## config.mk

```make
export PLATFORM = sky130hd
export DESIGN_NAME = pid_controller_deadband
export DESIGN_NICKNAME = d
export VERILOG_FILES = /design/src/rtl/pidd_pkg.sv /design/src/rtl/pid_controller_deadband.sv
export SDC_FILE = /design/constraint.sdc
export NUM_CORES = 2
export LEC_CHECK = 0
export BUFFER_PORTS_ARGS = -buffer_cell sky130_fd_sc_hd__clkbuf_2
export CORE_ASPECT_RATIO = 0.75
export CORE_MARGIN = 2
export CORE_UTILIZATION = 55
export DETAILED_ROUTE_END_ITERATION = 10
export PLACE_DENSITY = 0.79
export SYNTH_ARGS = -nofsm -noshare
export SYNTH_HDL_FRONTEND = slang
export SYNTH_SLANG_ARGS = --single-unit
```

## constraint.sdc

```tcl
create_clock -name clk -period 21.7 [get_ports clk]
set_input_delay 1.085 -clock clk [delete_from_list [all_inputs] [get_ports clk]]
set_output_delay 1.085 -clock clk [all_outputs]
set_load 0.02 [all_outputs]
```

## src/rtl/pidd_pkg.sv

```systemverilog
// ----------------------------------------------------------------------------
// pidd_pkg
// Shared widths, constants, microcode encoding and control store of the
// deadband PID controller.
// ----------------------------------------------------------------------------
package pidd_pkg;

  // Field and register widths
  localparam int MEAS_W   = 13;
  localparam int GAIN_W   = 32;
  localparam int BAND_W   = 13;
  localparam int TSTEP_W  = 16;
  localparam int DRIVE_W  = 48;
  localparam int CFG_IX_W = 3;
  localparam int CFG_D_W  = 32;
  localparam int ERR_W    = 11;
  localparam int DIFF_W   = 12;
  localparam int INTEG_W  = 31;
  localparam int ACC_W    = 64;
  localparam int PC_W     = 5;
  localparam int CNT_W    = 5;

  // Register indexes
  localparam logic [CFG_IX_W-1:0] REG_TARGET = 3'd0;
  localparam logic [CFG_IX_W-1:0] REG_GAIN_P = 3'd1;
  localparam logic [CFG_IX_W-1:0] REG_GAIN_I = 3'd2;
  localparam logic [CFG_IX_W-1:0] REG_GAIN_D = 3'd3;
  localparam logic [CFG_IX_W-1:0] REG_BAND   = 3'd4;
  localparam logic [CFG_IX_W-1:0] REG_TSTEP  = 3'd5;

  // Arithmetic constants
  localparam logic [12:0] ERR_RECIP   = 13'd6554;   // ceil(2^16 / 10)
  localparam logic signed [31:0] INTEG_LIMIT = 32'sd666666666;
  localparam logic [TSTEP_W-1:0] DRIVE_SCALE = 16'd1000;
  localparam int SCALE_SHIFT = 10;                   // 2^10 = DRIVE_SCALE + 24
  localparam logic [CNT_W-1:0] DERIV_ITERS = 5'd5;  // 6 radix-4 steps
  localparam logic [CNT_W-1:0] DRIVE_ITERS = 5'd12; // 13 reduction steps

  // Datapath operations
  localparam logic [3:0] OP_NOP     = 4'd0;
  localparam logic [3:0] OP_ERR     = 4'd1;
  localparam logic [3:0] OP_INTEG   = 4'd2;
  localparam logic [3:0] OP_DLOAD_D = 4'd3;
  localparam logic [3:0] OP_DSTEP   = 4'd4;
  localparam logic [3:0] OP_DERIV   = 4'd5;
  localparam logic [3:0] OP_MUL_P   = 4'd6;
  localparam logic [3:0] OP_MUL_I   = 4'd7;
  localparam logic [3:0] OP_MUL_D   = 4'd8;
  localparam logic [3:0] OP_ACC     = 4'd9;
  localparam logic [3:0] OP_DLOAD_A = 4'd10;
  localparam logic [3:0] OP_SAT     = 4'd11;
  localparam logic [3:0] OP_OUT     = 4'd12;
  localparam logic [3:0] OP_CLEAR   = 4'd13;
  localparam logic [3:0] OP_QSTEP   = 4'd14;
  localparam logic [3:0] OP_QFIX    = 4'd15;

  // Jump conditions
  localparam logic [2:0] COND_NONE     = 3'd0;
  localparam logic [2:0] COND_ALWAYS   = 3'd1;
  localparam logic [2:0] COND_NO_INPUT = 3'd2;
  localparam logic [2:0] COND_CLEAR    = 3'd3;
  localparam logic [2:0] COND_DIV_MORE = 3'd4;
  localparam logic [2:0] COND_OUT_BUSY = 3'd5;

  // Program addresses used as jump targets
  localparam logic [PC_W-1:0] STEP_IDLE    = 5'd0;
  localparam logic [PC_W-1:0] STEP_DLOOP_D = 5'd5;
  localparam logic [PC_W-1:0] STEP_DLOOP_A = 5'd12;
  localparam logic [PC_W-1:0] STEP_OUT     = 5'd15;
  localparam logic [PC_W-1:0] STEP_CLEAR   = 5'd17;

  typedef struct packed {
    logic [3:0]      op;
    logic [2:0]      cond;
    logic [PC_W-1:0] target;
  } uword_t;

  // Control store: one word per step
  function automatic uword_t ucode_rom(input logic [PC_W-1:0] pc);
    uword_t w;
    case (pc)
      5'd0:    w = '{OP_NOP,     COND_NO_INPUT, STEP_IDLE};
      5'd1:    w = '{OP_NOP,     COND_CLEAR,    STEP_CLEAR};
      5'd2:    w = '{OP_ERR,     COND_NONE,     STEP_IDLE};
      5'd3:    w = '{OP_INTEG,   COND_NONE,     STEP_IDLE};
      5'd4:    w = '{OP_DLOAD_D, COND_NONE,     STEP_IDLE};
      5'd5:    w = '{OP_DSTEP,   COND_DIV_MORE, STEP_DLOOP_D};
      5'd6:    w = '{OP_DERIV,   COND_NONE,     STEP_IDLE};
      5'd7:    w = '{OP_MUL_P,   COND_NONE,     STEP_IDLE};
      5'd8:    w = '{OP_MUL_I,   COND_NONE,     STEP_IDLE};
      5'd9:    w = '{OP_MUL_D,   COND_NONE,     STEP_IDLE};
      5'd10:   w = '{OP_ACC,     COND_NONE,     STEP_IDLE};
      5'd11:   w = '{OP_DLOAD_A, COND_NONE,     STEP_IDLE};
      5'd12:   w = '{OP_QSTEP,   COND_DIV_MORE, STEP_DLOOP_A};
      5'd13:   w = '{OP_QFIX,    COND_NONE,     STEP_IDLE};
      5'd14:   w = '{OP_SAT,     COND_NONE,     STEP_IDLE};
      5'd15:   w = '{OP_OUT,     COND_OUT_BUSY, STEP_OUT};
      5'd16:   w = '{OP_NOP,     COND_ALWAYS,   STEP_IDLE};
      5'd17:   w = '{OP_CLEAR,   COND_ALWAYS,   STEP_OUT};
      default: w = '{OP_NOP,     COND_ALWAYS,   STEP_IDLE};
    endcase
    return w;
  endfunction

endpackage

```

## src/rtl/pid_controller_deadband.sv

```systemverilog
// ----------------------------------------------------------------------------
// pid_controller_deadband
// PID loop with error deadband, clamped integral and saturated Q32.16 drive,
// run by a microcoded sequencer over one shared multiplier and divider.
// ----------------------------------------------------------------------------
// A control transaction runs the error, integral, derivative division,
// product, gain sum, reduction, saturation and output steps; a clear one
// clears the loop memory and goes to the output step. The derivative over
// the time step takes 6 iterations of the shared radix-4 restoring
// divider, and 13 reduction steps divide the 64-bit gain sum by 1000. A
// result that waits in a stalled output register holds the program at its
// output step. One transaction is worked on at a time; the next is accepted
// once the program returns to its idle step, even while a result still
// waits in the output register. Configuration registers must be written by
// the user only while idle; the block itself does not enforce this.
module pid_controller_deadband (
  input  logic                                   clk,
  input  logic                                   rst_n,
  input  logic                                   cfg_we,
  input  logic [pidd_pkg::CFG_IX_W-1:0]          cfg_index,
  input  logic [pidd_pkg::CFG_D_W-1:0]           cfg_wdata,
  input  logic                                   in_valid,
  output logic                                   in_stall,
  input  logic                                   in_action,
  input  logic signed [pidd_pkg::MEAS_W-1:0]     in_measured,
  output logic                                   out_valid,
  input  logic                                   out_stall,
  output logic signed [pidd_pkg::DRIVE_W-1:0]    out_drive
);
  import pidd_pkg::*;

  // Configuration registers
  logic signed [MEAS_W-1:0]  target_r;
  logic signed [GAIN_W-1:0]  gain_p_r, gain_i_r, gain_d_r;
  logic [BAND_W-1:0]         band_r;
  logic [TSTEP_W-1:0]        tstep_r;

  // Sequencer
  logic [PC_W-1:0]  pc_r, pc_nxt;
  uword_t           uw;
  logic             take_jump;

  // Loop state and datapath registers
  logic                        act_r;
  logic signed [MEAS_W-1:0]    meas_r;
  logic signed [ERR_W-1:0]     err_r, prev_r;
  logic signed [INTEG_W-1:0]   integ_r;
  logic signed [DIFF_W-1:0]    deriv_r;
  logic signed [ACC_W-1:0]     prod_r, acc_r;
  logic [ACC_W-1:0]            dvd_r;
  logic [ACC_W-1:0]            qrem_r;
  logic [TSTEP_W-1:0]          rem_r, dsr_r;
  logic [CNT_W-1:0]            cnt_r;
  logic                        qneg_r;
  logic signed [DRIVE_W-1:0]   res_r;
  logic                        out_valid_r;
  logic signed [DRIVE_W-1:0]   out_drive_r;

  // Combinational datapath signals
  logic signed [MEAS_W:0]      raw_w;
  logic [MEAS_W:0]             mag_w;
  logic [26:0]                 recip_w;
  logic [ERR_W-1:0]            quo_w;
  logic signed [ERR_W-1:0]     err_w;
  logic signed [31:0]          isum_w;
  logic signed [INTEG_W-1:0]   isat_w;
  logic signed [DIFF_W-1:0]    diff_w;
  logic [DIFF_W-1:0]           dmag_w;
  logic signed [GAIN_W-1:0]    mul_a;
  logic signed [31:0]          mul_b;
  logic signed [ACC_W-1:0]     prod_w;
  logic [ACC_W-1:0]            amag_w;
  logic [TSTEP_W:0]            t1_w, t2_w;
  logic                        ge1_w, ge2_w;
  logic [TSTEP_W-1:0]          r1_w, r2_w;
  logic [ACC_W-1:0]            d1_w, d2_w;
  logic [ACC_W-1:0]            fold_w, qred_w;
  logic signed [DRIVE_W-1:0]   sat_w;
  logic                        out_free;

  // Handshake
  assign in_stall  = (pc_r != STEP_IDLE);
  assign out_valid = out_valid_r;
  assign out_drive = out_drive_r;
  assign out_free  = !(out_valid_r && out_stall);

  // Fetch control word and pick the next step
  assign uw = ucode_rom(pc_r);

  always_comb begin
    case (uw.cond)
      COND_NONE:     take_jump = 1'b0;
      COND_ALWAYS:   take_jump = 1'b1;
      COND_NO_INPUT: take_jump = !in_valid;
      COND_CLEAR:    take_jump = act_r;
      COND_DIV_MORE: take_jump = (cnt_r != '0);
      COND_OUT_BUSY: take_jump = !out_free;
      default:       take_jump = 1'b0;
    endcase
    pc_nxt = take_jump ? uw.target : pc_r + 1'b1;
  end

  // Scaled error: deadband, then divide by ten through a reciprocal
  always_comb begin
    raw_w   = (MEAS_W+1)'(target_r) - (MEAS_W+1)'(meas_r);
    mag_w   = raw_w[MEAS_W] ? (MEAS_W+1)'(-raw_w) : raw_w;
    if (mag_w < {1'b0, band_r}) begin
      mag_w = '0;
    end
    recip_w = {13'b0, mag_w} * {14'b0, ERR_RECIP};
    quo_w   = recip_w[26:16];
    err_w   = raw_w[MEAS_W] ? -$signed(quo_w) : $signed(quo_w);
  end

  // Clamped integral
  always_comb begin
    isum_w = 32'(integ_r) + 32'(err_r);
    if (isum_w > INTEG_LIMIT) begin
      isat_w = INTEG_W'(INTEG_LIMIT);
    end else if (isum_w < -INTEG_LIMIT) begin
      isat_w = INTEG_W'(-INTEG_LIMIT);
    end else begin
      isat_w = isum_w[INTEG_W-1:0];
    end
  end

  // Error difference for the derivative
  assign diff_w = DIFF_W'(err_r) - DIFF_W'(prev_r);
  assign dmag_w = diff_w[DIFF_W-1] ? DIFF_W'(-diff_w) : diff_w;

  // Shared multiplier, operands chosen by the current operation
  always_comb begin
    case (uw.op)
      OP_MUL_P: begin
        mul_a = gain_p_r;
        mul_b = 32'(err_r);
      end
      OP_MUL_I: begin
        mul_a = gain_i_r;
        mul_b = 32'(integ_r);
      end
      OP_MUL_D: begin
        mul_a = gain_d_r;
        mul_b = 32'(deriv_r);
      end
      default: begin
        mul_a = gain_p_r;
        mul_b = 32'(err_r);
      end
    endcase
    prod_w = mul_a * mul_b;
  end

  assign amag_w = acc_r[ACC_W-1] ? ACC_W'(-acc_r) : acc_r;

  // Divider: two restoring steps per cycle
  always_comb begin
    t1_w  = {rem_r, dvd_r[ACC_W-1]};
    ge1_w = (t1_w >= {1'b0, dsr_r});
    r1_w  = ge1_w ? TSTEP_W'(t1_w - {1'b0, dsr_r}) : t1_w[TSTEP_W-1:0];
    d1_w  = {dvd_r[ACC_W-2:0], ge1_w};
    t2_w  = {r1_w, d1_w[ACC_W-1]};
    ge2_w = (t2_w >= {1'b0, dsr_r});
    r2_w  = ge2_w ? TSTEP_W'(t2_w - {1'b0, dsr_r}) : t2_w[TSTEP_W-1:0];
    d2_w  = {d1_w[ACC_W-2:0], ge2_w};
  end

  // Divide by 1000 = 2^10 - 24: count the part above bit 10 into the
  // quotient and fold it back into the remainder times 24
  assign fold_w = qrem_r >> SCALE_SHIFT;
  assign qred_w = ACC_W'(qrem_r[SCALE_SHIFT-1:0]) + (fold_w << 4) + (fold_w << 3);

  // Apply sign to the quotient and saturate to the drive width
  always_comb begin
    if (qneg_r) begin
      if (dvd_r > (ACC_W'(1) << (DRIVE_W-1))) begin
        sat_w = {1'b1, {(DRIVE_W-1){1'b0}}};
      end else begin
        sat_w = DRIVE_W'(-dvd_r);
      end
    end else begin
      if (dvd_r > ((ACC_W'(1) << (DRIVE_W-1)) - 1'b1)) begin
        sat_w = {1'b0, {(DRIVE_W-1){1'b1}}};
      end else begin
        sat_w = dvd_r[DRIVE_W-1:0];
      end
    end
  end

  // Configuration registers
  always_ff @(posedge clk) begin
    if (!rst_n) begin
      target_r <= '0;
      gain_p_r <= '0;
      gain_i_r <= '0;
      gain_d_r <= '0;
      band_r   <= '0;
      tstep_r  <= TSTEP_W'(1);
    end else if (cfg_we) begin
      case (cfg_index)
        REG_TARGET: target_r <= cfg_wdata[MEAS_W-1:0];
        REG_GAIN_P: gain_p_r <= cfg_wdata[GAIN_W-1:0];
        REG_GAIN_I: gain_i_r <= cfg_wdata[GAIN_W-1:0];
        REG_GAIN_D: gain_d_r <= cfg_wdata[GAIN_W-1:0];
        REG_BAND:   band_r   <= cfg_wdata[BAND_W-1:0];
        REG_TSTEP:  tstep_r  <= cfg_wdata[TSTEP_W-1:0];
        default: ;
      endcase
    end
  end

  // Sequencer, loop memory and output register
  always_ff @(posedge clk) begin
    if (!rst_n) begin
      pc_r        <= STEP_IDLE;
      integ_r     <= '0;
      prev_r      <= '0;
      out_valid_r <= 1'b0;
    end else begin
      pc_r <= pc_nxt;
      // load a finished result, drop it once taken
      if (uw.op == OP_OUT && out_free) begin
        out_valid_r <= 1'b1;
      end else if (out_valid_r && !out_stall) begin
        out_valid_r <= 1'b0;
      end
      case (uw.op)
        OP_INTEG: integ_r <= isat_w;
        OP_DLOAD_D: prev_r <= err_r;
        OP_CLEAR: begin
          integ_r <= '0;
          prev_r  <= '0;
        end
        default: ;
      endcase
    end
  end

  // Datapath payload registers
  always_ff @(posedge clk) begin
    // capture the transaction
    if (in_valid && !in_stall) begin
      act_r  <= in_action;
      meas_r <= in_measured;
    end
    case (uw.op)
      OP_ERR: err_r <= err_w;
      OP_DLOAD_D: begin
        dvd_r  <= {dmag_w, {(ACC_W-DIFF_W){1'b0}}};
        rem_r  <= '0;
        dsr_r  <= (tstep_r == '0) ? TSTEP_W'(1) : tstep_r;
        cnt_r  <= DERIV_ITERS;
        qneg_r <= diff_w[DIFF_W-1];
      end
      OP_DSTEP: begin
        dvd_r <= d2_w;
        rem_r <= r2_w;
        cnt_r <= cnt_r - 1'b1;
      end
      OP_DERIV: begin
        deriv_r <= qneg_r ? -$signed(dvd_r[DIFF_W-1:0]) : $signed(dvd_r[DIFF_W-1:0]);
      end
      OP_MUL_P: begin
        prod_r <= prod_w;
        acc_r  <= '0;
      end
      OP_MUL_I, OP_MUL_D: begin
        prod_r <= prod_w;
        acc_r  <= acc_r + prod_r;
      end
      OP_ACC: acc_r <= acc_r + prod_r;
      OP_DLOAD_A: begin
        dvd_r  <= '0;
        qrem_r <= amag_w;
        cnt_r  <= DRIVE_ITERS;
        qneg_r <= acc_r[ACC_W-1];
      end
      OP_QSTEP: begin
        dvd_r  <= dvd_r + fold_w;
        qrem_r <= qred_w;
        cnt_r  <= cnt_r - 1'b1;
      end
      // remainder is below 1024 here, so one subtract step finishes it
      OP_QFIX: begin
        if (qrem_r >= ACC_W'(DRIVE_SCALE)) begin
          dvd_r <= dvd_r + 1'b1;
        end
      end
      OP_SAT: res_r <= sat_w;
      OP_CLEAR: res_r <= '0;
      OP_OUT: begin
        if (out_free) begin
          out_drive_r <= res_r;
        end
      end
      default: ;
    endcase
  end

endmodule

```

==> flow_summary.yaml <==
run_status:
  outcome: "completed"
timing:
  finalCritPeriodShare: 0.541
  fmax_mhz: 85.2
  fin_worst_skew_ns: 0.0562
  period_needed_ns: 11.74
  slew_viol_final: 0
  fin_setup_tns_ns: 0
  tightest_slew_ns: 1.31
  rsz0062_at_grt: "no"
  setup_viol: 0
  hold_violations: 0
  maxSlewHeadroom: 0.129
global_routing:
  grt_antenna_before_repair: 8
  grt_max_degree: 113
  top_usage_layer: "met2"
  use_met1: 0.450
  use_met3: 0.131
  grt_usage: 0.329
  grtUsageMet2: 0.468
  grt_overflow_total: 0
  grt_pass1_vias: 66000
  grt_pass1_wl_um: 381000
place:
  place.gp.congestion: 1.04
  hpwl_um: 189000
  port-buffer-count: 103
yosys:
  syn_inst: 9215
  synth_nets: 11100
  yosys.cell_types.count: 96
  netlist_area_um2: 81100
  synthArstFlopShare: 0
  yosysWarningCount: 0
  synth_seq_cells: 622
  synth_edf_count: 424
  synth.avg_cell_area_um2: 8.80
  synth_ff_type: "edfxtp_1"
  yosysSeqAreaShare: 0.206
detailed_routing:
  drt-initial-drc-count: 7857
  drt_pass1_iterations: 8
  drc: 0
  postRouteWirelength_um: 247000
  via_count: 66500
  routedWlPerCell_um: 22.3
  viasPerCell: 5.99
  ant_nets: 0
clock_tree:
  post_cts_buffers: 0
  clock_latency_ns: 0.70
  clk_path_buf_depth: 3
  hold_buffers: 0
  clock-root-buffer: "clkbuf_16"
  cts_sinks: 622
  htree_num_levels: 3
  clkTransAtPathRegs_ns: 0.07
  cts_buffers: 68
  ctsResizeCount: 0
  cts_tree: "yes"
min_path:
  min_path_type: "reg2reg"
finish:
  nets: 10900
  final_cell_mix: "nand2_1, inv_1, fa_1"
  fill_cells: 12300
  area_growth_pct: 5.89
  layout_commonest_cell: "nand2_1"
  drive_gt1_frac: 0.0469
worst_setup_path:
  crit_top_cell: "fa_1"
  rrSetupSlack_ns: 9.96
  timing.rr.end: "prod_r[63]$_DFFE_PP_"
  r2r-start: "uw[11]$_DFF_P_"
  cp_max_fo: 46
  setup.worst_path.end: "prod_r[63]$_DFFE_PP_"
  crit_start: "uw[11]$_DFF_P_"
  max_stage_delay_ns: 0.71
  critPathArrivalTime_ns: 12.17
  required_ns: 22.12
  critPathLaunchType: "flop"
  critical_path.endpoint_type: "flop"
  critPathSlowestCell: "fa_1"
  reg2regPathDepth: 34
  critical_path_class: "reg2reg"
die:
  rows: 121
  die_area_um2: 151000
  die_w_um: 447
  core_area_um2: 146000
  initial_core_util: 0.556
  ioPinCount: 104
  die_h_um: 336
run:
  maxCapViolCount: 0
[cells by family after synthesis]
family	after synthesis	share of synthesized area
and+or+nand+nor	2888	0.154
buffers and inverters	1880	0.0872
xor gates and xnor gates	412	0.0445
AOI/OAI and AO/OA	1608	0.124
DFF	622	0.206
muxes	24	0.00301
adders and majority gates	1781	0.381
[worst max-delay path, delay by kind of cell, from the launching register on]
family	cells	cell delay, ns
adder cells (fa/ha/maj)	9	4.66
AO/OA/AOI/OAI	8	2.21
AND/OR/NAND/NOR	9	2.06
buffers and inverters	7	1.72
flip-flops	1	0.61
XOR/XNOR	1	0.14
[layer usage]
layer,part of all wire,wire [um]
met3,0.14,35700
met2,0.40,100000
met4,0.047,11600
met5,0.0015,377
met1,0.40,99400
[cell usage after synthesis (14+ instances only)]
library cell,n,area (um2)
o41ai_1,17,149
a21boi_0,14,105
or2_2,16,100
xnor2_1,243,2130
nand3_1,80,400
nor3_1,90,450
nand2_1,1578,5920
dfxtp_1,198,3960
a31o_2,16,140
and3_1,37,231
a31oi_1,60,375
a211oi_1,37,278
nor2_1,638,2390
ha_1,636,7960
or4_1,17,128
a22oi_1,51,383
a21oi_1,545,2730
o21bai_1,53,398
edfxtp_1,424,12700
o211ai_1,23,173
o21ai_0,337,1690
mux2i_1,21,210
o22ai_1,17,106
o21a_1,43,323
nor2b_1,67,419
a221oi_1,26,228
xor2_1,169,1480
and2_1,82,513
nand3b_1,21,158
nor4_1,26,163
o311ai_0,14,123
fa_1,1145,22900
nand2b_1,71,444
or3_1,53,332
inv_1,1452,5450
buf_1,26,97.6
a21o_1,187,1400
nor3b_1,16,120
nand4_1,50,313
o31ai_1,44,330
clkbuf_1,391,1470
[registers in the layout (all words and copies together), names as in the netlist, 12 cells and up]
register / cells
tstep_r: 16
uw: 12
rem_r: 16
integ_r: 31
prod_r: 64
gain_d_r: 32
out_drive: 48
meas_r: 13
gain_p_r: 32
res_r: 48
deriv_r: 12
acc_r: 64
gain_i_r: 32
qrem_r: 61
target_r: 13
dsr_r: 16
dvd_r: 64
band_r: 13
[layout make-up]
class                           instances  area [um2]  share of cell area
Multi-Input combinational cell       6713       57600               0.671
Clock buffer                           86        1880              0.0219
Inverter                             1455        5460              0.0637
Timing Repair Buffer                  198        1230              0.0143
Antenna cell                            5        12.5            0.000146
Tap cell                             1968        2460              0.0287
Clock inverter                         40         522             0.00608
Sequential cell                       622       16700               0.194
[worst min path at each step]
stage | endpoint | from | slack, ns | depth (start not counted)
finish | out_drive[40]$_DFFE_PP_ | res_r[40]$_SDFFCE_PP0P_ | 0.41 | 0
CTS | out_drive[41]$_DFFE_PP_ | res_r[41]$_SDFFCE_PP0P_ | 0.42 | 0
detailed placement | out_drive[17]$_DFFE_PP_ | res_r[17]$_SDFFCE_PP0P_ | 0.40 | 0
floorplan | out_drive[0]$_DFFE_PP_ | res_r[0]$_SDFFCE_PP0P_ | 0.40 | 0
global route | out_drive[15]$_DFFE_PP_ | res_r[15]$_SDFFCE_PP0P_ | 0.42 | 0
global placement | out_drive[20]$_DFFE_PP_ | res_r[20]$_SDFFCE_PP0P_ | 0.40 | 0
[per-stage QoR]
| stage | cell area [um2] | hold slack, ns | std cells | util | setup WS [ns] |
|---|---|---|---|---|---|
| after floorplan | 81100 | 0.400 | 9215 | - | 12.01 |
| after global placement | 83400 | 0.400 | 11000 | 0.572 | 10.42 |
| after detailed placement | 83400 | 0.405 | 11000 | 0.572 | 10.23 |
| after CTS | 85800 | 0.416 | 11100 | 0.589 | 10.22 |
| after global routing | 85800 | 0.418 | 11100 | 0.589 | 9.12 |
| final | 85800 | 0.414 | 11100 | 0.589 | 9.96 |
Power is not shown: default switching activity piles up to over one toggle a cycle in this logic, so the estimate is an artifact.
